<file path="src/line_segment_window_clipper_macros.svh">
// Assertion macros shared by the clipper RTL.
`ifndef LINE_SEGMENT_WINDOW_CLIPPER_MACROS_SVH
`define LINE_SEGMENT_WINDOW_CLIPPER_MACROS_SVH
`ifndef ASSERT_OFF
`define LSW_ASSERT(lbl, prop) \
    lbl: assert property (@(posedge clk) disable iff (!rst_n) prop) \
        else $error("lsw assertion failed");
`define LSW_ASSERT_NEVER(lbl, expr) \
    lbl: assert property (@(posedge clk) disable iff (!rst_n) !(expr)) \
        else $error("lsw forbidden condition");
`else
`define LSW_ASSERT(lbl, prop)
`define LSW_ASSERT_NEVER(lbl, expr)
`endif
`endif

</file>
<file path="src/lsw_pkg.sv">
// Shared types and constants of the line segment window clipper.
package lsw_pkg;

    localparam int CoordBits       = 16;
    localparam int FracBitsDefault = 16;
    localparam int CfgIndexBits    = 2;

    localparam logic [CfgIndexBits-1:0] CFG_LEFT   = 2'd0;
    localparam logic [CfgIndexBits-1:0] CFG_RIGHT  = 2'd1;
    localparam logic [CfgIndexBits-1:0] CFG_BOTTOM = 2'd2;
    localparam logic [CfgIndexBits-1:0] CFG_TOP    = 2'd3;

    localparam logic signed [CoordBits-1:0] LeftReset   = 16'sd0;
    localparam logic signed [CoordBits-1:0] RightReset  = 16'sd300;
    localparam logic signed [CoordBits-1:0] BottomReset = 16'sd0;
    localparam logic signed [CoordBits-1:0] TopReset    = 16'sd300;

    typedef enum logic [1:0] {
        KIND_ENTRY,
        KIND_EXIT,
        KIND_PAR_OK,
        KIND_PAR_BAD
    } edge_kind_t;

    typedef struct packed {
        logic signed [CoordBits-1:0] start_x;
        logic signed [CoordBits-1:0] start_y;
        logic signed [CoordBits-1:0] end_x;
        logic signed [CoordBits-1:0] end_y;
    } seg_in_t;

    typedef struct packed {
        logic signed [CoordBits-1:0] clip_start_x;
        logic signed [CoordBits-1:0] clip_start_y;
        logic signed [CoordBits-1:0] clip_end_x;
        logic signed [CoordBits-1:0] clip_end_y;
        logic                        visible;
    } seg_out_t;

endpackage

</file>
<file path="src/lsw_narrow.sv">
// Four-stage narrowing of entry/exit parameters, one boundary per stage.
module lsw_narrow #(
    parameter int FRAC_BITS = lsw_pkg::FracBitsDefault
) (
    input  logic                        clk,
    input  logic [3:0]                  en,
    input  lsw_pkg::edge_kind_t         kind [4],
    input  logic signed [FRAC_BITS+1:0] r    [4],
    output logic                        ok,
    output logic signed [FRAC_BITS+1:0] u_in,
    output logic signed [FRAC_BITS+1:0] u_out
);
    import lsw_pkg::*;

    localparam int RW = FRAC_BITS + 2;

    logic              ok_reg   [0:3];
    logic signed [RW-1:0] uin_reg  [0:3];
    logic signed [RW-1:0] uout_reg [0:3];
    edge_kind_t        kind_reg [0:3][0:3];
    logic signed [RW-1:0] r_reg    [0:3][0:3];

    for (genvar s = 0; s < 4; s++)
    begin : g_test
        logic              src_ok;
        logic signed [RW-1:0] src_ui;
        logic signed [RW-1:0] src_uo;
        edge_kind_t        src_kind [0:3];
        logic signed [RW-1:0] src_r    [0:3];
        logic              ok_n;
        logic signed [RW-1:0] ui_n;
        logic signed [RW-1:0] uo_n;

        always_comb
        begin
            if (s == 0)
            begin
                src_ok = 1'b1;
                src_ui = '0;
                src_uo = RW'(1) << FRAC_BITS;
                for (int i = 0; i < 4; i++)
                begin
                    src_kind[i] = kind[i];
                    src_r[i]    = r[i];
                end
            end
            else
            begin
                src_ok = ok_reg[(s == 0) ? 0 : s-1];
                src_ui = uin_reg[(s == 0) ? 0 : s-1];
                src_uo = uout_reg[(s == 0) ? 0 : s-1];
                for (int i = 0; i < 4; i++)
                begin
                    src_kind[i] = kind_reg[(s == 0) ? 0 : s-1][i];
                    src_r[i]    = r_reg[(s == 0) ? 0 : s-1][i];
                end
            end
            ok_n = src_ok;
            ui_n = src_ui;
            uo_n = src_uo;
            case (src_kind[s])
                KIND_ENTRY:
                begin
                    if (src_r[s] > src_uo)
                        ok_n = 1'b0;
                    else if (src_r[s] > src_ui)
                        ui_n = src_r[s];
                end
                KIND_EXIT:
                begin
                    if (src_r[s] < src_ui)
                        ok_n = 1'b0;
                    else if (src_r[s] < src_uo)
                        uo_n = src_r[s];
                end
                KIND_PAR_BAD: ok_n = 1'b0;
                default: ;
            endcase
        end

        always_ff @(posedge clk)
        begin
            if (en[s])
            begin
                ok_reg[s]   <= ok_n;
                uin_reg[s]  <= ui_n;
                uout_reg[s] <= uo_n;
                for (int i = 0; i < 4; i++)
                begin
                    kind_reg[s][i] <= src_kind[i];
                    r_reg[s][i]    <= src_r[i];
                end
            end
        end
    end

    assign ok    = ok_reg[3];
    assign u_in  = uin_reg[3];
    assign u_out = uout_reg[3];

endmodule

</file>
<file path="config.mk">
export PLATFORM = sky130hd
export DESIGN_NAME = lsw_narrow
export DESIGN_NICKNAME = d
export VERILOG_FILES = /design/src/line_segment_window_clipper_macros.svh /design/src/lsw_pkg.sv /design/src/lsw_narrow.sv
export SDC_FILE = /design/constraint.sdc
export NUM_CORES = 1
export LEC_CHECK = 0
export BUFFER_PORTS_ARGS = -buffer_cell sky130_fd_sc_hd__clkbuf_2
export CORE_ASPECT_RATIO = 1.4
export CORE_MARGIN = 4
export CORE_UTILIZATION = 45
export CTS_BUF_LIST = sky130_fd_sc_hd__clkbuf_8
export CTS_CLUSTER_SIZE = 8
export DETAILED_ROUTE_END_ITERATION = 8
export PLACE_DENSITY = 0.62
export REMOVE_ABC_BUFFERS = 1
export SETUP_SLACK_MARGIN = 0.3
export SLEW_MARGIN = 25
export SYNTH_ARGS = -nofsm -noshare
export SYNTH_HDL_FRONTEND = slang
export SYNTH_SLANG_ARGS = --single-unit
</file>
<file path="constraint.sdc">
create_clock -name clk -period 8.15 [get_ports clk]
set_input_delay 0.4075 -clock clk [delete_from_list [all_inputs] [get_ports clk]]
set_output_delay 0.4075 -clock clk [all_outputs]
set_load 0.05 [all_outputs]
</file>
# == Word level (Yosys, flattened, before mapping) ==
# Memories as Yosys holds them, arrays and structs flattened.
# Cells that the tools add are included.
# totals
register_bits,0
in_bits,85
out_inout_bits,37
mem_bits_rw,468
mem_count,5
# mem_list
name,depth,width,read_ports,rd_ports_with_merged_regs,wr,line,rtl
r_reg,4,72,3,0,4,lsw_narrow.sv:21,logic signed [RW-1:0] r_reg [0:3][0:3];
uin_reg,4,18,4,0,4,lsw_narrow.sv:18,logic signed [RW-1:0] uin_reg [0:3];
uout_reg,4,18,4,0,4,lsw_narrow.sv:19,logic signed [RW-1:0] uout_reg [0:3];
kind_reg,4,8,3,0,4,lsw_narrow.sv:20,edge_kind_t kind_reg [0:3][0:3];
ok_reg,4,1,4,0,4,lsw_narrow.sv:17,logic ok_reg [0:3];
# op_classes
magnitude_cmp,16
n_reduce_logical,4
n_mux,44
n_eq_ne,8
# op_table
operator,count
18-bit 2-to-1 mux,24
18-bit > comparator,6
18-bit less-than comparator,6
18-bit by 1-bit > comparator with 1-bit output (second input constant),1
18-bit > comparator (second input constant),1
18-bit by 1-bit less-than comparator with 1-bit output (second input constant),1
18-bit less-than comparator (second input constant),1
1-bit 2-to-1 mux,16
1-bit case mux with 3 select lines,4
2-bit by 1-bit equality test with 1-bit output (second input constant),4
2-bit equality test (second input constant),4
2-bit zero test,4

# == Longest topological paths before layout ==
# An unclocked memory read counts as a cell.
# depth
ltp_word,5
mapped_depth,11

# == Worst setup path after synthesis ==
# OpenSTA, ideal clock, no wires.
# synth_timing
kind,flip-flop to flip-flop
start,memory r_reg[0][97] in the netlist's numbering
end,memory uin_reg[2][10] in the netlist's numbering (data pin)
t_arrival_ns,2.740
setup_slack_ns,5.147
t_required_ns,7.888
path_stages_with_launch,11
synth_period_minus_slack_ns,3.003
path_buffers,2
cell_sequence,edfxtp_1 > ha_1 > a21o_1 > a21o_1 > a221o_1 > a221o_1 > mux2i_1 > a2111o_1 > buf_4 > buf_8 > mux2_1
# synth_rtl
item,line
start: declaration,lsw_narrow.sv:21
end: declaration,lsw_narrow.sv:18

==> results.md <==
- Number of buffer cells added on primary ports: 121
- Worst-Margin Slew: 0.947 ns
- Number of antenna violations at the first check in global routing: 0
- Cell area power density: 212 nW/um^2
- Cell with the largest stage delay on the worst path: and3_1
- Y dimension of the die: 206 um
- Net switching power of the design: 753 uW
- Reg-to-reg endpoint: uin_reg[1][5]
- ANT cells: 0
- Buffer levels on the longest clock path: 3
- Placement Rows: 72
- Fraction of registers with async set/reset: 0%
- Maximum ir drop on the vdd rail: 0.0000927 V
- Family with the most delay on the worst path: compound AO/OA/AOI/OAI gates
- Global placement routability congestion: 0.854
- Area enclosed by the die boundary: 30700 um^2
- Setup crit end: uin_reg[1][5]
- Total design power: 3.02 mW
- Register-to-register path setup slack: 4.61 ns
- Via count of the first global-routing pass: 7247
- DR DRC count: 0
- CP peak stage delay: 0.73 ns
- Clock period minus final worst setup slack: 3.54 ns
- Endpoint arrival time on the critical path: 3.82 ns
- Filler cell count in the final layout: 2408
- Most prevalent standard cell on the critical path: mux2_2
- Category of the critical setup timing path: reg -> reg
- Detailed-route vias per instance: 4.98
- Cells traversed along the worst timing path: ha_1 > a21oi_1 > o21ai_0 > a2111oi_0 > o211ai_1 > mux2_2 > and3_1 > mux2_2
- Sum Neg Setup Slack: 0 ns
- DR iter-0 viols: 258
- Static leakage: 5.98 nW
- Predominant post-synthesis flop cell: edfxtp_1
- Top-Level Pins: 122
- Worst clock skew: 0.0186 ns
- Clock tree from TritonCTS: yes
- Total Nets Final: 1203
- Starting density of the core: 45.6%
- Kind of path behind the tightest hold check: in -> reg
- Avg WL per Cell: 16.7 um
- Stages on the worst setup path: 8
- Gr usage total: 15.6%
- Final setup fails: 0
- Switching part of the total: 24.9%
- Synth warnings: 0
- Clock-pin slew reported for the worst setup and hold paths after clock tree synthesis: 0.06 ns
- Unrepaired setup endpoints after global routing: false
- DR vias: 6933
- Endpoint required time on the critical path: 8.43 ns
- TritonRoute pass-1 iters: 4
- Gate count after technology mapping: 850
- Combined area of all synthesized cells: 12600 um^2
- Critical Path Start: r_reg[0][41]
- Largest net degree at the start of global routing: 72
- Bufs and invs on worst path: 0
- Hold violation total from the final report: 0
- P_int: 2.27 mW
- Clock Latency Late Sink: 0.54 ns
- Area inside the core boundary: 27600 um^2
- Fraction of the yosys area taken by sequential cells: 63.9%
- Fraction of final layout cells sized beyond drive strength 1: 26.1%
- Reg-to-reg critical path startpoint: r_reg[0][41]
- Global-route wire length before repair: 37.3 mm
- Fraction of power consumed by combinational cells: 13.2%
- Detailed Place HPWL: 17.4 mm
- Worst-case headroom to the max-slew limit: 36.9%
- Length in cells of the worst reg-to-reg path: 8
- Type of destination of the critical path: register
- Per-instance average area after synthesis: 14.8 um^2
- Count of distinct cell types in the synthesized netlist: 51
- Max Transition Viols Final: 0
- Setup crit start kind: register
- Period Utilization, post-route: 43.4%
- Horizontal die dimension: 149 um
- GRT Residual Overflow: 0
- Buffer cell driving the clock tree root: clkbuf_8
- Area grow syn2layout: 13.4%
- Max cap viols: 0
- Result of the run: completed
- Post-detailed-route count of antenna-violating nets: 0
- Post-synth EDFFs: 267
- Total clock buffers created by CTS: 41
- Number of levels the H-tree was split into: 2
- Total setup buffers inserted after CTS: 0
- Maximum fanout along the worst path: 18
- Register share of total power: 56.5%
- Max Clk Rate: 283 MHz
- Number of flip-flops in the largest register: 108
- Seq cells post-synth: 267
- Sinks on Clock Net: 267
- Clock share of power: 30.3%
- Routed wire length: 23.2 mm
==> cell type report <==
cell class / instances / area [um^2] / share of cell area [%]
Sequential cell: 267 / 8020 / 56.3
Tap cell: 370 / 463 / 3.25
Clock inverter: 13 / 51.3 / 0.360
Multi-Input combinational cell: 454 / 4020 / 28.2
Clock buffer: 41 / 564 / 3.96
Timing Repair Buffer: 129 / 681 / 4.78
Inverter: 118 / 443 / 3.11
==> metal layers <==
metal	vias up	part of all wire, %	GRT usage (%)	wire [um]
li1	3480	-	-	-
met1	3242	41	18.7	9470
met2	161	51	27.5	11900
met3	50	4.9	3.08	1130
met4	0	3.2	6.22	752
met5	-	0	0	0
==> worst min-delay path by stage <==
stage	start	to	slack, ns	depth (start not counted)
5_1_grt	r[27]	r_reg[0][27]	0.003	1
6_report	r[14]	r_reg[0][14]	0.04	1
4_1_cts	r[15]	r_reg[0][15]	0.0003	1
2_1_floorplan	kind_reg[0][2]	kind_reg[0][10]	0.40	0
3_5_place_dp	r_reg[0][34]	r_reg[0][106]	0.40	0
3_3_place_gp	r_reg[0][13]	r_reg[0][85]	0.40	0
==> power groups by stage <==
| stage | clock network [mW] | logic [mW] | registers [mW] |
|---|---|---|---|
| after CTS | 0.956 | 0.404 | 1.71 |
| after global placement | 0 | 0.391 | 1.74 |
| after floorplan | 0 | 0.219 | 1.76 |
| after detailed placement | 0 | 0.399 | 1.74 |
| after global routing | 1.02 | 0.450 | 1.72 |
| final | 0.914 | 0.397 | 1.71 |
==> synthesized netlist by cell type (all sizes together), types with 2 or more instances <==
library cell / n / area, um^2
a2111oi: 2 / 17.5
a211oi: 3 / 22.5
a21boi: 3 / 22.5
a21o: 11 / 82.6
a21oi: 31 / 155
a221o: 2 / 20.0
a31oi: 8 / 50.1
and2: 34 / 213
and3: 4 / 25.0
and4: 4 / 35.0
buf: 9 / 72.6
clkbuf: 2 / 7.51
edfxtp: 267 / 8020
ha: 107 / 1340
inv: 118 / 443
mux2: 108 / 1250
mux2i: 3 / 30.0
nand2: 26 / 100
nand2b: 5 / 31.3
nand3: 9 / 45.0
nand3b: 2 / 27.5
nand4: 17 / 106
nor2: 14 / 52.6
nor2b: 6 / 37.5
nor3: 8 / 40.0
nor4: 6 / 37.5
o211a: 2 / 20.0
o211ai: 2 / 15.0
o21a: 2 / 15.0
o21ai: 20 / 100
o21bai: 2 / 15.0
o31a: 2 / 17.5
==> per-stage QoR <==
stage	std cells	utilization (%)	hold slack, ns	cell area (um^2)	worst slack [ns]
floorplan	839	-	0.400	12500	5.11
global route	1392	51.7	0.00309	14200	4.48
CTS	1391	51.6	0.000262	14200	4.57
global placement	1334	49.3	0.402	13600	4.59
detailed placement	1334	49.3	0.405	13600	4.61
finish	1392	51.7	0.0438	14200	4.61
==> layout by cell type (no fill, tap or decap), drive strengths merged, types with 17 or more instances in the layout <==
| cell | instances |
|---|---|
| a21oi | 31 |
| and2 | 34 |
| clkbuf | 160 |
| edfxtp | 267 |
| ha | 107 |
| inv | 125 |
| mux2 | 108 |
| nand2 | 26 |
| nand4 | 17 |
| o21ai | 20 |
==> worst register-to-register path, delay by kind of cell, from the launching register on <==
kind | cells | cell delay, ns
adders and majority gates | 1 | 0.33
muxes | 2 | 0.71
and+or+nand+nor | 1 | 0.73
DFF | 1 | 0.43
AOI/OAI and AO/OA | 4 | 1.09
==> kinds of logic after synthesis <==
logic type / count (synthesis) / share of synthesized area [%]
compound gates: 98 / 4.95
xor+xnor: 1 / 0.0698
fa+ha+maj: 107 / 10.7
buf+inv: 129 / 4.16
flops: 267 / 63.9
mux: 111 / 10.2
other cells: 1 / 0.0299
simple gates: 136 / 6.05
==> repair_timing <==
action | 4_1_cts | 5_1_grt
resized for setup | 0 | 0
hold buffers | 3 | 1
hold endpoints to repair | 3 | 1
Power figures use the tool's default switching activity.
