--- src/line_segment_window_clipper_macros.svh ---
// Assertion macros shared by the clipper RTL.
`ifndef LINE_SEGMENT_WINDOW_CLIPPER_MACROS_SVH
`define LINE_SEGMENT_WINDOW_CLIPPER_MACROS_SVH
`ifndef ASSERT_OFF
`define LSW_ASSERT(lbl, prop) \
    lbl: assert property (@(posedge clk) disable iff (!rst_n) prop) \
        else $error("lsw assertion failed");
`define LSW_ASSERT_NEVER(lbl, expr) \
    lbl: assert property (@(posedge clk) disable iff (!rst_n) !(expr)) \
        else $error("lsw forbidden condition");
`else
`define LSW_ASSERT(lbl, prop)
`define LSW_ASSERT_NEVER(lbl, expr)
`endif
`endif

--- src/lsw_pkg.sv ---
// Shared types and constants of the line segment window clipper.
package lsw_pkg;

    localparam int CoordBits       = 16;
    localparam int FracBitsDefault = 16;
    localparam int CfgIndexBits    = 2;

    localparam logic [CfgIndexBits-1:0] CFG_LEFT   = 2'd0;
    localparam logic [CfgIndexBits-1:0] CFG_RIGHT  = 2'd1;
    localparam logic [CfgIndexBits-1:0] CFG_BOTTOM = 2'd2;
    localparam logic [CfgIndexBits-1:0] CFG_TOP    = 2'd3;

    localparam logic signed [CoordBits-1:0] LeftReset   = 16'sd0;
    localparam logic signed [CoordBits-1:0] RightReset  = 16'sd300;
    localparam logic signed [CoordBits-1:0] BottomReset = 16'sd0;
    localparam logic signed [CoordBits-1:0] TopReset    = 16'sd300;

    typedef enum logic [1:0] {
        KIND_ENTRY,
        KIND_EXIT,
        KIND_PAR_OK,
        KIND_PAR_BAD
    } edge_kind_t;

    typedef struct packed {
        logic signed [CoordBits-1:0] start_x;
        logic signed [CoordBits-1:0] start_y;
        logic signed [CoordBits-1:0] end_x;
        logic signed [CoordBits-1:0] end_y;
    } seg_in_t;

    typedef struct packed {
        logic signed [CoordBits-1:0] clip_start_x;
        logic signed [CoordBits-1:0] clip_start_y;
        logic signed [CoordBits-1:0] clip_end_x;
        logic signed [CoordBits-1:0] clip_end_y;
        logic                        visible;
    } seg_out_t;

endpackage

--- src/lsw_div_lane.sv ---
// One boundary test lane: p/q classification and pipelined restoring divider.
module lsw_div_lane #(
    parameter int FRAC_BITS = lsw_pkg::FracBitsDefault
) (
    input  logic                                clk,
    input  logic [FRAC_BITS:0]                  en,
    input  logic signed [lsw_pkg::CoordBits:0]  p,
    input  logic signed [lsw_pkg::CoordBits:0]  q,
    output lsw_pkg::edge_kind_t                 kind,
    output logic signed [FRAC_BITS+1:0]         r
);
    import lsw_pkg::*;

    localparam int DW = CoordBits + 1;
    localparam int RW = FRAC_BITS + 2;

    typedef enum logic [1:0] {
        CODE_NEG,
        CODE_OVER,
        CODE_ONE,
        CODE_DIV
    } code_t;

    code_t                code_reg [0:FRAC_BITS];
    edge_kind_t           kind_reg [0:FRAC_BITS];
    logic [CoordBits-1:0] d_reg    [0:FRAC_BITS];
    logic [CoordBits-1:0] rem_reg  [0:FRAC_BITS];
    logic [FRAC_BITS-1:0] quo_reg  [0:FRAC_BITS];

    logic signed [DW-1:0] n_val;
    logic signed [DW-1:0] d_val;
    code_t                code_val;
    edge_kind_t           kind_val;

    always_comb
    begin
        n_val = (p < 0) ? -q : q;
        d_val = (p < 0) ? -p : p;
        if (p < 0)
            kind_val = KIND_ENTRY;
        else if (p > 0)
            kind_val = KIND_EXIT;
        else if (q < 0)
            kind_val = KIND_PAR_BAD;
        else
            kind_val = KIND_PAR_OK;
        if (n_val < 0)
            code_val = CODE_NEG;
        else if (n_val > d_val)
            code_val = CODE_OVER;
        else if (n_val == d_val)
            code_val = CODE_ONE;
        else
            code_val = CODE_DIV;
    end

    always_ff @(posedge clk)
    begin
        if (en[0])
        begin
            code_reg[0] <= code_val;
            kind_reg[0] <= kind_val;
            d_reg[0]    <= d_val[CoordBits-1:0];
            rem_reg[0]  <= n_val[CoordBits-1:0];
            quo_reg[0]  <= '0;
        end
    end

    for (genvar s = 1; s <= FRAC_BITS; s++)
    begin : g_step
        logic [CoordBits:0] shifted;
        logic [CoordBits:0] diff;
        logic               ge;

        always_comb
        begin
            shifted = {rem_reg[s-1], 1'b0};
            diff    = shifted - {1'b0, d_reg[s-1]};
            ge      = shifted >= {1'b0, d_reg[s-1]};
        end

        always_ff @(posedge clk)
        begin
            if (en[s])
            begin
                code_reg[s] <= code_reg[s-1];
                kind_reg[s] <= kind_reg[s-1];
                d_reg[s]    <= d_reg[s-1];
                rem_reg[s]  <= ge ? diff[CoordBits-1:0] : shifted[CoordBits-1:0];
                quo_reg[s]  <= {quo_reg[s-1][FRAC_BITS-2:0], ge};
            end
        end
    end

    always_comb
    begin
        kind = kind_reg[FRAC_BITS];
        case (code_reg[FRAC_BITS])
            CODE_NEG:  r = '1;
            CODE_OVER: r = (RW'(1) << FRAC_BITS) + RW'(1);
            CODE_ONE:  r = RW'(1) << FRAC_BITS;
            CODE_DIV:  r = {2'b00, quo_reg[FRAC_BITS]};
            default:   r = '1;
        endcase
    end

endmodule

--- config.mk ---
export PLATFORM = sky130hd
export DESIGN_NAME = lsw_div_lane
export DESIGN_NICKNAME = d
export VERILOG_FILES = /design/src/line_segment_window_clipper_macros.svh /design/src/lsw_pkg.sv /design/src/lsw_div_lane.sv
export SDC_FILE = /design/constraint.sdc
export NUM_CORES = 1
export LEC_CHECK = 0
export ABC_CLOCK_PERIOD_IN_PS = 4300
export BUFFER_PORTS_ARGS = -buffer_cell sky130_fd_sc_hd__buf_2
export CAP_MARGIN = 30
export CORE_UTILIZATION = 60
export DETAILED_ROUTE_END_ITERATION = 10
export PLACE_DENSITY = 0.77
export SYNTH_ARGS = -nofsm -noshare
export SYNTH_HDL_FRONTEND = slang
export SYNTH_SLANG_ARGS = --single-unit
export TNS_END_PERCENT = 10
--- constraint.sdc ---
create_clock -name clk -period 4.3 [get_ports clk]
set_input_delay 0.215 -clock clk [delete_from_list [all_inputs] [get_ports clk]]
set_output_delay 0.215 -clock clk [all_outputs]
set_load 0.01 [all_outputs]
# After elaboration in Yosys (flattened, before gate mapping)
# Memories as Yosys holds them, arrays and structs flattened.
# Index checks and enable logic that the tools add are counted.
[op_classes]
div = 0
eq_ne = 4
bitwise_logic = 0
mul = 0
n_addsub = 18
n_shift = 0
n_reduce_logical = 1
n_lt_le_gt_ge = 21
n_mux = 59
[ops]
columns = ["operator", "n"]
rows = [
  ["greater-or-equal comparator 17 x 16 -> 1 bit", 16],
  ["two-way mux 16 bit", 16],
  ["subtractor 16 bit", 16],
  ["case mux 18 bit (4 select lines)", 1],
  ["< comparator 17 x 1 -> 1 bit (second input constant)", 3],
  ["two-way mux 1 bit", 36],
  ["two-way mux 17 bit", 2],
  ["negator 17 bit", 2],
  ["== test 17 bit", 1],
  ["greater-than comparator 17 x 1 -> 1 bit (second input constant)", 1],
  ["greater-than comparator 17 bit", 1],
  ["two-way mux 2 bit", 4],
  ["== test 2 bit (second input constant)", 2],
  ["== test 2 x 1 -> 1 bit (second input constant)", 1],
  ["logical NOT 2 bit", 1],
]
[word_totals]
ram_bits = 884
rom_bits = 0
latch_bits = 0
elab_cells = 108
reg_bits = 0
memories = 5
in_bits = 52
output_inout_bits = 20
[memory_table]
columns = ["memory", "depth", "word_bits", "read_ports", "rd_ports_with_merged_regs", "write_ports", "line", "rtl"]
rows = [
  ["d_reg", 17, 16, 16, 0, 17, "lsw_div_lane.sv:26", "logic [CoordBits-1:0] d_reg [0:FRAC_BITS];"],
  ["quo_reg", 17, 16, 17, 0, 17, "lsw_div_lane.sv:28", "logic [FRAC_BITS-1:0] quo_reg [0:FRAC_BITS];"],
  ["rem_reg", 17, 16, 16, 0, 17, "lsw_div_lane.sv:27", "logic [CoordBits-1:0] rem_reg [0:FRAC_BITS];"],
  ["code_reg", 17, 2, 17, 0, 17, "lsw_div_lane.sv:24", "code_t code_reg [0:FRAC_BITS];"],
  ["kind_reg", 17, 2, 17, 0, 17, "lsw_div_lane.sv:25", "edge_kind_t kind_reg [0:FRAC_BITS];"],
]

# Longest topological paths before layout
# Gate-level depths: netlist of run 1.
[logic_depth]
depth_word = 6
mapped_depth = 16
ltp_nobuf = 16

# Least setup slack after synthesis of run 1
# No wires, ideal clock.
[synth_timing]
kind = "input to register"
start = "in p[6] (netlist bit)"
end = "mem code_reg[0][1] (netlist bit), data pin"
path_slack_ps = 1138
path_stages = 14
required_time_ps = 4035
n_path_buf = 0
t_arrival_ps = 2897
setup_time_ps = 265
cell_sequence = "nor4_1 -> nand2b_1 -> or3_1 -> nand2b_1 -> nor4_1 -> nand2_1 -> ha_1 -> nand4_1 -> nor4_1 -> a21oi_1 -> o211ai_1 -> a21oi_1 -> mux2i_1 -> a21oi_1"
[synth_rtl]
columns = ["item", "line", "rtl"]
rows = [
  ["from (decl)", "lsw_div_lane.sv:7", "input logic signed [lsw_pkg::CoordBits:0] p,"],
  ["to (decl)", "lsw_div_lane.sv:24", ""],
]

==> results of run 1 <==
-- layer usage --
metal | up-vias | wire [um] | GRT usage [%]
li1 | 11400 | - | -
met2 | 644 | 39300 | 43.0
met5 | - | 13 | 0
met3 | 149 | 3650 | 3.84
met4 | 2 | 2080 | 7.33
met1 | 11500 | 34100 | 32.6
-- placed cells by master, fill, tap and decap left out, drive strengths merged, types with 9 or more instances in the layout --
master	synthesis	layout
o31ai	34	34
edfxtp	716	716
nand2	122	122
fa	15	15
inv	349	353
and2	16	16
mux2i	19	19
a31oi	23	23
and3	22	22
nand4	39	39
o2111ai	12	12
xnor2	111	111
xor2	70	70
nor3	31	31
or2	15	15
buf	20	95
a211oi	15	15
nor2	164	164
o21a	57	57
nand3	34	34
a21boi	29	29
ha	274	274
a21o	84	84
clkinv	0	28
nor2b	48	48
a21oi	147	147
mux2	193	193
nor4	14	14
o21ai	134	134
dlygate4sd3	0	34
bufinv	0	14
o31a	20	20
nand2b	23	23
o211ai	14	14
clkinvlp	0	9
clkbuf	10	88
o221ai	9	9
-- cell families after synthesis --
group | synth area share [%]
buffers and inverters | 4.02
and+or+nand+nor | 7.04
xor gates and xnor gates | 4.17
muxes | 6.84
AOI/OAI and AO/OA | 11.5
adders and majority gates | 9.81
DFF | 56.6
-- area by class of cell --
class | instances | share of cell area (%)
clock buffers | 88 | 4.67
clock inverters | 55 | 1.71
inverters | 349 | 3.08
multi-input cells | 1871 | 35.1
flip-flops and latches | 716 | 50.5
well taps | 837 | 2.46
repair buffers | 129 | 2.45
-- power groups by stage --
stage	logic [mW]	clock network, mW	registers (mW)
3_3_place_gp	11.8	0	11.1
6_report	12.6	7.06	11.0
5_1_grt	13.9	7.42	11.1
2_1_floorplan	9.92	0	10.6
4_1_cts	12.5	7.17	11.0
3_5_place_dp	12.3	0	11.1
-- final timing paths --
| path | depth (start not counted) | slack, ps | from | end |
|---|---|---|---|---|
| worst max register to register | 9 | 730 | d_reg[0][65] | rem_reg[0][84] |
| worst min register to register | 0 | 400 | code_reg[0][19] | code_reg[0][21] |
| worst min-delay path | 1 | 40 | en[16] | code_reg[0][32] |
| worst max-delay path | 16 | 560 | p[6] | code_reg[0][1] |
-- worst max-delay path, delay by kind of cell --
kind | cells | cell delay [ps]
AOI/OAI and AO/OA | 4 | 420
adders and majority gates | 1 | 370
buffers and inverters | 2 | 690
muxes | 1 | 140
and+or+nand+nor | 8 | 2250
==> summary.txt, run 1 <==
Finish
  – Post-Layout Cell Count: approximately 4000
  – Final core utilization: 68.5%
  – Nets: between 3000 and 4000
  – Layout cell share with drive strength beyond 1: 14.6%
  – Multi-input gate area: around 15000 um^2
  – Ant. Diodes: 0
  – Final non-filler cell area: 42600 um^2
  – Layout area overhead: 12.1%
  – Filler cells: 4288
  – Reg area: between 20000 and 25000 um^2

Yosys
  – Yosys warns: 0
  – Top-count cell post-synth: edfxtp_1
  – Top cell type's share of synthesized area: between 50% and 60%
  – Leading cell types by total area after synthesis: edfxtp_1, ha_1, mux2_2
  – Mapped Avg Cell Area: 12.8 um^2
  – Post-Synthesis Cell Area: between 30000 and 40000 um^2
  – Post-synth top area cell: edfxtp_1
  – Syn nets: 3307
  – Netlist cell types: 79
  – Post-synth top flop: edfxtp_1
  – Async S/R FF share, synth: 0%
  – Synth Instances: about 3000
  – Top post-synthesis cells by count: edfxtp_1, inv_1, ha_1, nor2_1, a21oi_1
  – Sequential area share after synthesis: between 50% and 60%
  – Number of synthesized register bits: ~700
  – EDFF count, synth: between 700 and 800

Die
  – Die Area: between 60000 and 70000 um^2
  – Io pins: 72
  – Die width: ~250 um
  – Core ar.: about 62000 um^2
  – Starting density of the core: 61.1%
  – Die Span Y: between 200 and 300 um
  – Row Count: 91

Power and ir drop
  – Reg power frac: ~36%
  – Switching pwr: roughly 10 mW
  – Leakage: 17.5 nW
  – Power density cells: about 720 nW/um^2
  – Internal power: 20.4 mW
  – Combinational share of power: just over 40%
  – Switch share: between 30% and 40%
  – Maximum VDD drop: 407 uV
  – Power, Total: roughly 31 mW
  – Clock power share: 23.0%

Global route
  – Grt total ovfl: 0
  – Initial antenna violation count: 1
  – Vias in the first global route: around 24000
  – Largest net degree at the start of global routing: 52
  – First-pass GRT wire length: between 100 and 150 mm
  – Total track usage: 24.9%

CTS
  – Clock transition at path regs: roughly 60 ps
  – Longest Clk Path Bufs: 3
  – H-Tree Depth: 3
  – CTS Hold Bufs: 34
  – Clk Latency, worst-skew pair: between 600 and 700 ps
  – Clock root buffer: clkbuf_16
  – Clk sinks: 716
  – CTS Buf Count: 78
  – TritonCTS clock tree: done
  – Post-CTS setup buffers: 0
  – Resize count post-CTS: 0

Run status
  – Status: complete, no violations

Worst setup path
  – Max FO, Critical Path: 4
  – Crit path capture type: register
  – Worst EP required: around 4700 ps
  – Worst endpoint data arrival time: about 4000 ps
  – CP Launch Type: input port
  – CP Cell Sequence: dlygate4sd3_1, buf_2, nor4_1, nand2b_1, or3_1, nand2b_1, nor4_1, nand2_1, ha_1, nand4_1, nor4_1, a21oi_1, o211ai_1, a21oi_1, mux2i_1, a21oi_1
  – Setup CP Type: input port to register
  – CP max stage delay: approximately 540 ps
  – CP max-delay cell: dlygate4sd3_1

Route
  – Drt pass-1 iters: 5
  – Routed via count: ~24000
  – Via density per instance: a little under 6
  – Post-route ant nets: 0
  – Remaining DRCs: 0
  – WL final: slightly below 80 mm
  – DR WL/cell: 19.6 um
  – Iter 0 DRT Violations: ~1600

Flow run
  – Max_cap viols: 0

Placement
  – Dpl cell area: around 40000 um^2
  – Placer Congestion: around 0.90
  – Final HPWL DP: 57.4 mm
  – Worst slack, placed: roughly 540 ps
  – Port buffer count: just over 70
  – Inst Count DP: around 3900

Timing
  – Final WS setup: approximately 560 ps
  – RSZ-0062 raised after global routing: false
  – Slew @ Worst Pin: slightly above 1000 ps
  – FMAX: 268 MHz
  – Tmin final: approximately 3700 ps
  – Tcrit/Tclk final: around 87%
  – Fin. max-slew vios: 0
  – WHS: around 44 ps
  – Final Hold Viols: 0
  – Final setup fails: 0
  – Setup TNS: 0 ps
  – Rel. slew slack: between 30% and 40%
  – Skew final: ~34 ps

Worst hold path
  – Hold crit path type: input port to register
(Power assumes the default switching activity.)
==> inputs of run 2 (changes only) <==
--- a/config.mk
+++ b/config.mk
@@ -5,6 +5,7 @@
 export SDC_FILE = /design/constraint.sdc
 export NUM_CORES = 1
 export LEC_CHECK = 0
+export ABC_AREA = 1
 export ABC_CLOCK_PERIOD_IN_PS = 4300
 export BUFFER_PORTS_ARGS = -buffer_cell sky130_fd_sc_hd__buf_2
 export CAP_MARGIN = 30
==> run 2 against run 1 <==
Effect of this change: clock skew shrank 6.3 ps; core utilization is 1.2 points lower; first-iteration DRC count increased by 49%.
==> summary.txt, run 2 <==
Placement
  – Inst Count DP: 5063 (+31%)
  – Worst slack, placed: 1430 ps (+892 ps)
  – Dpl cell area: 41500 um^2 (+5.4%)
  – Final HPWL DP: 67.0 mm (+17%)
  – Port buffer count: 71 (unchanged)
  – Placer Congestion: 0.936 (+3.5%)

Finish
  – Layout area overhead: 10.1%
  – Nets: 4652 (+33%)
  – Final non-filler cell area: 44500 um^2 (+4.6%)
  – Layout cell share with drive strength beyond 1: 10.5% (-4.1 points)
  – Multi-input gate area: 16500 um^2 (+10%)
  – Filler cells: 5075 (+18%)
  – Ant. Diodes: 0 (unchanged)
  – Post-Layout Cell Count: 5240 (+30%)
  – Most frequent cells in the layout: nand2_1, edfxtp_1, inv_1, nand3_1, a21oi_1
  – Most common cell after layout, fill and taps aside: nand2_1
  – Reg area: 21500 um^2 (unchanged)

Yosys
  – Netlist cell types: 40 (-49%)
  – Synth Instances: 4171 (+41%)
  – Top-count cell post-synth: nand2_1
  – Yosys warns: 0 (unchanged)
  – Post-synth top area cell: edfxtp_1
  – Sequential area share after synthesis: 53.1% (-3.4 points)
  – Post-Synthesis Cell Area: 40500 um^2 (+6.5%)
  – Mapped Avg Cell Area: 9.70 um^2 (-24%)
  – Number of synthesized register bits: 716 (unchanged)
  – Top cell type's share of synthesized area: 53.1% (-3.4 points)
  – Post-synth top flop: edfxtp_1
  – Async S/R FF share, synth: 0% (unchanged)
  – Leading cell types by total area after synthesis: edfxtp_1, nand2_1, ha_1
  – Syn nets: 4512 (+36%)
  – Top post-synthesis cells by count: nand2_1, edfxtp_1, inv_1, nand3_1, a21oi_1
  – EDFF count, synth: 716 (unchanged)

Worst hold path
  – Hold crit path type: input port to register
  – Hold wc startpoint: p[8]
  – Hold path depth: 3 (+2)
  – Hold endpoint: d_reg[0][8]

Timing
  – Final WS setup: 1460 ps (+896 ps)
  – Tcrit/Tclk final: 66.1% (-21 points)
  – Skew final: 27.9 ps (-6.27 ps)
  – Slew @ Worst Pin: 983 ps (-46.8 ps)
  – RSZ-0062 raised after global routing: false
  – Final Hold Viols: 0 (unchanged)
  – Setup TNS: 0 ps (unchanged)
  – FMAX: 352 MHz (+32%)
  – Fin. max-slew vios: 0 (unchanged)
  – Final setup fails: 0 (unchanged)
  – Tmin final: 2840 ps (-896 ps)
  – Rel. slew slack: 34.5% (+3.1 points)

CTS
  – TritonCTS clock tree: done
  – CTS Buf Count: 78 (unchanged)
  – H-Tree Depth: 3 (unchanged)
  – Resize count post-CTS: 0 (unchanged)
  – Clock root buffer: clkbuf_16
  – Clock transition at path regs: 60 ps (about the same)
  – Clk sinks: 716 (unchanged)
  – Longest Clk Path Bufs: 3 (unchanged)
  – Clk Latency, worst-skew pair: 640 ps (about the same)

Die
  – Core ar.: 66200 um^2 (+6.5%)
  – Io pins: 72 (unchanged)
  – Row Count: 94 (+3.3%)
  – Die Area: 68500 um^2 (+6.4%)
  – Die width: 262 um (+3.2%)
  – Die Span Y: 262 um (+3.2%)
  – Starting density of the core: 61.1% (about the same)

Flow run
  – Max_cap viols: 0 (unchanged)

Route
  – Post-route ant nets: 0 (unchanged)
  – WL final: 91.5 mm (+16%)
  – DR WL/cell: 17.5 um (-11%)
  – Drt pass-1 iters: 6 (+1)
  – Iter 0 DRT Violations: 2451 (+49%)
  – Routed via count: 29000 (+23%)
  – Via density per instance: 5.53 (-5.2%)
  – Remaining DRCs: 0 (unchanged)

Global route
  – Initial antenna violation count: 0 (-1)
  – Grt total ovfl: 0 (unchanged)
  – First-pass GRT wire length: 145 mm (+15%)
  – Vias in the first global route: 27600 (+17%)
  – Total track usage: 26.8% (+1.8 points)
  – Largest net degree at the start of global routing: 49 (-5.8%)

Power and ir drop
  – Leakage: 20.2 nW (+16%)
  – Power density cells: 693 nW/um^2 (-3.7%)
  – Maximum VDD drop: 436 uV (+7.2%)
  – Power, Total: 30.9 mW (+0.69%)

Worst setup path
  – Reg2reg end: rem_reg[0][89]
  – Worst endpoint data arrival time: 3230 ps (-860 ps)
  – R2R Path Start: rem_reg[0][70]
  – Worst EP required: 4690 ps (+40 ps)
  – Setup CP Type: input port to register
  – Crit path capture type: register
  – R2r setup slk: 1570 ps (+840 ps)
  – Max FO, Critical Path: 5 (+1)
  – Worst reg2reg path depth: 10 (+1)
  – CP Launch Type: input port

Run status
  – Status: complete, no violations
## run 2: area by class of cell
class	instances	area share [%]
Sequential cell	716	48.3
Multi-Input combinational cell	2888	37.0
Clock buffer	90	4.53
Inverter	505	4.26
Tap cell	864	2.43
Timing Repair Buffer	122	2.12
Clock inverter	55	1.36
## run 2: through the flow
stage | utilization [%] | hold slack (ps)
3_5_place_dp | 62.7 | 405
3_3_place_gp | 62.6 | 401
4_1_cts | 67.0 | 3.30
5_1_grt | 67.3 | 25.8
6_report | 67.3 | 39.5
2_1_floorplan | - | 314
## run 2: worst max-delay path by stage
stage,start,to,slack [ps],cells past startpoint
2_1_floorplan,q[0],code_reg[0][1],1890,21
3_3_place_gp,q[0],code_reg[0][1],1450,22
3_5_place_dp,q[0],code_reg[0][1],1430,23
4_1_cts,q[0],code_reg[0][1],1550,24
5_1_grt,q[0],code_reg[0][1],1140,23
6_report,p[0],code_reg[0][1],1460,22
## run 2: kinds of logic (layout without fill, tap and decap cells)
kind of cell / count (synthesis) / after routing / share of synthesized area (%)
AO/OA/AOI/OAI: 466 / 466 / 6.27
XOR/XNOR: 157 / 157 / 3.40
adder cells (fa/ha/maj): 289 / 289 / 9.22
buffers and inverters: 567 / 772 / 6.08
flip-flops: 716 / 716 / 53.1
AND/OR/NAND/NOR: 1976 / 1976 / 21.9
## run 2: report_power, final
part,internal [mW],switching [mW],leakage (nW)
Clock,4.02,2.88,1.28
Sequential,9.95,0.963,7.03
Combinational,4.66,8.39,11.9
Total,18.6,12.2,20.2
## run 2: layer usage
layer  share of wire, %  vias to the layer above  routed length [um]  GRT usage [%]
li1                   -                    14400                   -              -
met1                 43                    13600               39400           35.9
met2                 49                      886               44600           45.7
met3                5.7                      168                5230           3.78
met4                2.5                        0                2260           7.04
met5                  0                        -                   0              0
## run 2: worst max-delay path: stages
cell           delay (ps)
dlygate4sd3_1         530
buf_2                 150
inv_1                  80
ha_1                  170
nand2_1                80
nor2_1                150
nand4_1               160
nor2_1                290
nand2_1                90
nand2_1                80
xor2_1                210
ha_1                  280
nand2_1                90
inv_1                  40
nand2_1                50
nand2_1                40
a21oi_1               190
nand3_1               100
nand2_1                70
nand3_1                70
nand2_1                60
inv_1                  30
## run 2: what timing repair did
action / CTS / global route
buffers inserted: 0 / 0
hold endpoints to repair: 52 / 17
hold buffers: 22 / 5
==> inputs of run 3 (changes only) <==
--- a/config.mk
+++ b/config.mk
@@ -5,13 +5,13 @@
 export SDC_FILE = /design/constraint.sdc
 export NUM_CORES = 1
 export LEC_CHECK = 0
-export ABC_AREA = 1
-export ABC_CLOCK_PERIOD_IN_PS = 4300
+export ABC_AREA = 0
+export ABC_CLOCK_PERIOD_IN_PS = 2470
 export BUFFER_PORTS_ARGS = -buffer_cell sky130_fd_sc_hd__buf_2
 export CAP_MARGIN = 30
-export CORE_UTILIZATION = 60
+export CORE_UTILIZATION = 57
 export DETAILED_ROUTE_END_ITERATION = 10
-export PLACE_DENSITY = 0.77
+export PLACE_DENSITY = 0.76
 export SYNTH_ARGS = -nofsm -noshare
 export SYNTH_HDL_FRONTEND = slang
 export SYNTH_SLANG_ARGS = --single-unit
==> constraint.sdc (replaced) <==
create_clock -name clk -period 2.47 [get_ports clk]
set_input_delay 0.1235 -clock clk [delete_from_list [all_inputs] [get_ports clk]]
set_output_delay 0.1235 -clock clk [all_outputs]
set_load 0.01 [all_outputs]
==> run 3 against run 2 <==
Effect of this change: the flow now finishes with violations (negative setup slack); first-iteration DRC count fell by 27%; final cell count fell by 9.4%; sequential share of layout area fell by 4.0 points; non-clock buffer count rose by 687; critical path type is now register to register; register-to-register slack got worse by 2000 ps; combinational power rose by 120%; routed wire length fell by 3.8%; power rose by 93%; sequential power rose by 77%.
==> summary.txt, run 3 (same netlist as run 1, synthesis figures left out) <==
Route
  – Via density per instance: 5.53 (about the same)
  – Post-route ant nets: 0 (unchanged)
  – DR WL/cell: 18.5 um (+6.2%)
  – Iter 0 DRT Violations: 1794 (-27%)
  – Drt pass-1 iters: 6 (unchanged)
  – Remaining DRCs: 0 (unchanged)
  – Routed via count: 26300 (-9.4%)
  – WL final: 88.0 mm (-3.8%)

Power and ir drop
  – Internal power: 40.0 mW (+110%)
  – Clock power share: 18.8% (-3.6 points)
  – Maximum VDD drop: 631 uV (+45%)
  – Switching pwr: 19.7 mW (+61%)
  – Power density cells: 1230 nW/um^2 (+77%)
  – Combinational share of power: 48.9% (+6.6 points)
  – Reg power frac: 32.3% (-3.1 points)
  – Leakage: 21.0 nW (+3.5%)
  – Switch share: 32.9% (-6.7 points)

Timing
  – Tmin final: ~2900 ps
  – RSZ-0062 raised after global routing: true
  – Final Hold Viols: 0 (unchanged)
  – Rel. slew slack: 36.3% (+1.8 points)
  – Tcrit/Tclk final: 117%
  – FMAX: approximately 350 MHz
  – WHS: 21.8 ps (-17.6 ps)
  – Final WS setup: -423 ps (-1880 ps)
  – Slew @ Worst Pin: 956 ps (-27.3 ps)
  – Fin. max-slew vios: 0 (unchanged)
  – Skew final: 22.0 ps (-5.90 ps)
  – Final setup fails: 223 (+223)

Placement
  – Final HPWL DP: 65.1 mm (-2.9%)
  – Worst slack, placed: -678 ps (-2110 ps)
  – Placer Congestion: 0.946 (+1.1%)
  – Port buffer count: 71 (unchanged)

Run status
  – Status: finished, violations left
  – Violated checks: negative setup slack

Worst setup path
  – R2R Path Start: d_reg[0][33]
  – CP Launch Type: register
  – Max FO, Critical Path: 5 (unchanged)
  – Crit path capture type: register
  – CP Cell Sequence: inv_2, ha_4, nor2b_4, o31a_1, o31ai_4, o2111ai_2, a221oi_4, o21ai_4, buf_12, mux2_4
  – Worst endpoint data arrival time: 3250 ps (+20 ps)
  – Setup CP Type: register to register
  – CP max-delay cell: edfxtp_1
  – CP max stage delay: 420 ps (-110 ps)
  – Worst EP required: 2820 ps (-1870 ps)
  – Reg2reg end: rem_reg[0][60]
  – R2r setup slk: -420 ps (-1990 ps)
  – Worst reg2reg path depth: 10 (unchanged)

Die
  – Core ar.: 65900 um^2 (-0.53%)
  – Die Area: 67700 um^2 (-1.1%)
  – Starting density of the core: 57.7% (-3.4 points)
  – Die Span Y: 260 um (-0.57%)
  – Io pins: 72 (unchanged)
  – Row Count: 94 (unchanged)
  – Die width: 260 um (-0.57%)

Finish
  – Reg area: 21500 um^2 (unchanged)
  – Layout area overhead: 27.7%
  – Layout cell share with drive strength beyond 1: 32.8% (+22 points)
  – Nets: 4164 (-10%)
  – Filler cells: 4232 (-17%)
  – Most common cell after layout, fill and taps aside: edfxtp_1
  – Multi-input gate area: 16000 um^2 (-3.0%)
  – Most frequent cells in the layout: edfxtp_1, buf_4, inv_1, ha_1, nor2_1
  – Final core utilization: 73.7% (+6.4 points)

CTS
  – Clk sinks: 716 (unchanged)
  – TritonCTS clock tree: done
  – H-Tree Depth: 3 (unchanged)
  – Longest Clk Path Bufs: 3 (unchanged)
  – Clock root buffer: clkbuf_16
  – CTS Buf Count: 76 (-2.6%)
  – Clock transition at path regs: 60 ps (about the same)
  – Clk Latency, worst-skew pair: 620 ps (-20 ps)

Global route
  – Total track usage: 25.9% (-0.92 points)
  – Initial antenna violation count: 2 (+2)
  – Largest net degree at the start of global routing: 52 (+6.1%)
  – Vias in the first global route: 26900 (-2.4%)
  – First-pass GRT wire length: 139 mm (-4.1%)
  – Grt total ovfl: 0 (unchanged)

Worst hold path
  – Hold wc startpoint: en[11]
  – Hold path depth: 2 (-1)
  – Hold endpoint: quo_reg[0][176]
  – Hold crit path type: input port to register

Flow run
  – Max_cap viols: 0 (unchanged)
run 3: cell types whose count changed in the layout (fill, tap and decap cells not counted), sizes merged, moves of 29 or more:
cell    before  now
a21boi       0   29
mux2         0  193
buf         95  799
o31ai        2   34
nor2       248  164
xor2       112   70
xnor2       45  111
nor2b        0   48
o21a         8   57
inv        513  355
nand2     1230  122
nand3      385   34
a21oi      292  147
a21o        31   84
run 3: how the worst max path moves through the flow:
stage,from,endpoint
final,d_reg[0][33],rem_reg[0][60]
after global routing,rem_reg[0][32],rem_reg[0][60]
after CTS,d_reg[0][33],rem_reg[0][60]
after detailed placement,q[0],code_reg[0][1]
after global placement,q[0],code_reg[0][1]
after floorplan,p[6],code_reg[0][1]
run 3: layout make-up:
type | instances | area share (%)
Sequential cell | 716 | 44.3
Multi-Input combinational cell | 1871 | 33.0
Timing Repair Buffer | 809 | 12.8
Clock buffer | 93 | 4.05
Inverter | 349 | 2.70
Tap cell | 864 | 2.23
Clock inverter | 43 | 0.936
Antenna cell | 2 | 0.0103
run 3: timing repair:
item                                    4_1_cts  5_1_grt
resized for setup                            91       90
endpoints found under the setup margin      253      252
hold buffers                                  7        1
cloned                                        1        2
hold endpoints to repair                     26        2
setup buffers                                12        9
pin swaps                                    55       27
run 3: power by group through the flow:
stage                     clock (mW)  sequential, mW  combinational, mW
after floorplan                    0            18.5               17.7
after global placement             0            19.4               26.1
after detailed placement           0            19.4               27.1
after CTS                       11.4            19.2               28.1
after global routing            11.9            19.5               31.6
final                           11.2            19.3               29.2
run 3: worst max-delay path, delay by kind of cell (launching register included):
kind | cells | cell delay, ps
AO/OA/AOI/OAI | 5 | 1330
flip-flops | 1 | 420
multiplexers | 1 | 300
buffers and inverters | 2 | 270
adder cells (fa/ha/maj) | 1 | 190
AND/OR/NAND/NOR | 1 | 120
run 3: per-stage QoR:
stage	power, mW	TNS [ps]	cells	instance area [um^2]
2_1_floorplan	36.2	-33510	2966	38300
3_3_place_gp	45.4	-56840	4576	45000
3_5_place_dp	46.4	-72220	4576	45000
4_1_cts	58.7	-54250	4732	47900
5_1_grt	63.0	-76520	4747	48500
6_report	59.7	-51730	4747	48500
run 3: routing by layer:
metal / vias up / global-route usage (%) / part of all wire [%]
li1: 12700 / - / -
met1: 12800 / 33.5 / 44
met2: 582 / 45.6 / 50
met3: 149 / 3.05 / 3.8
met4: 0 / 7.24 / 2.4
met5: - / 0 / 0
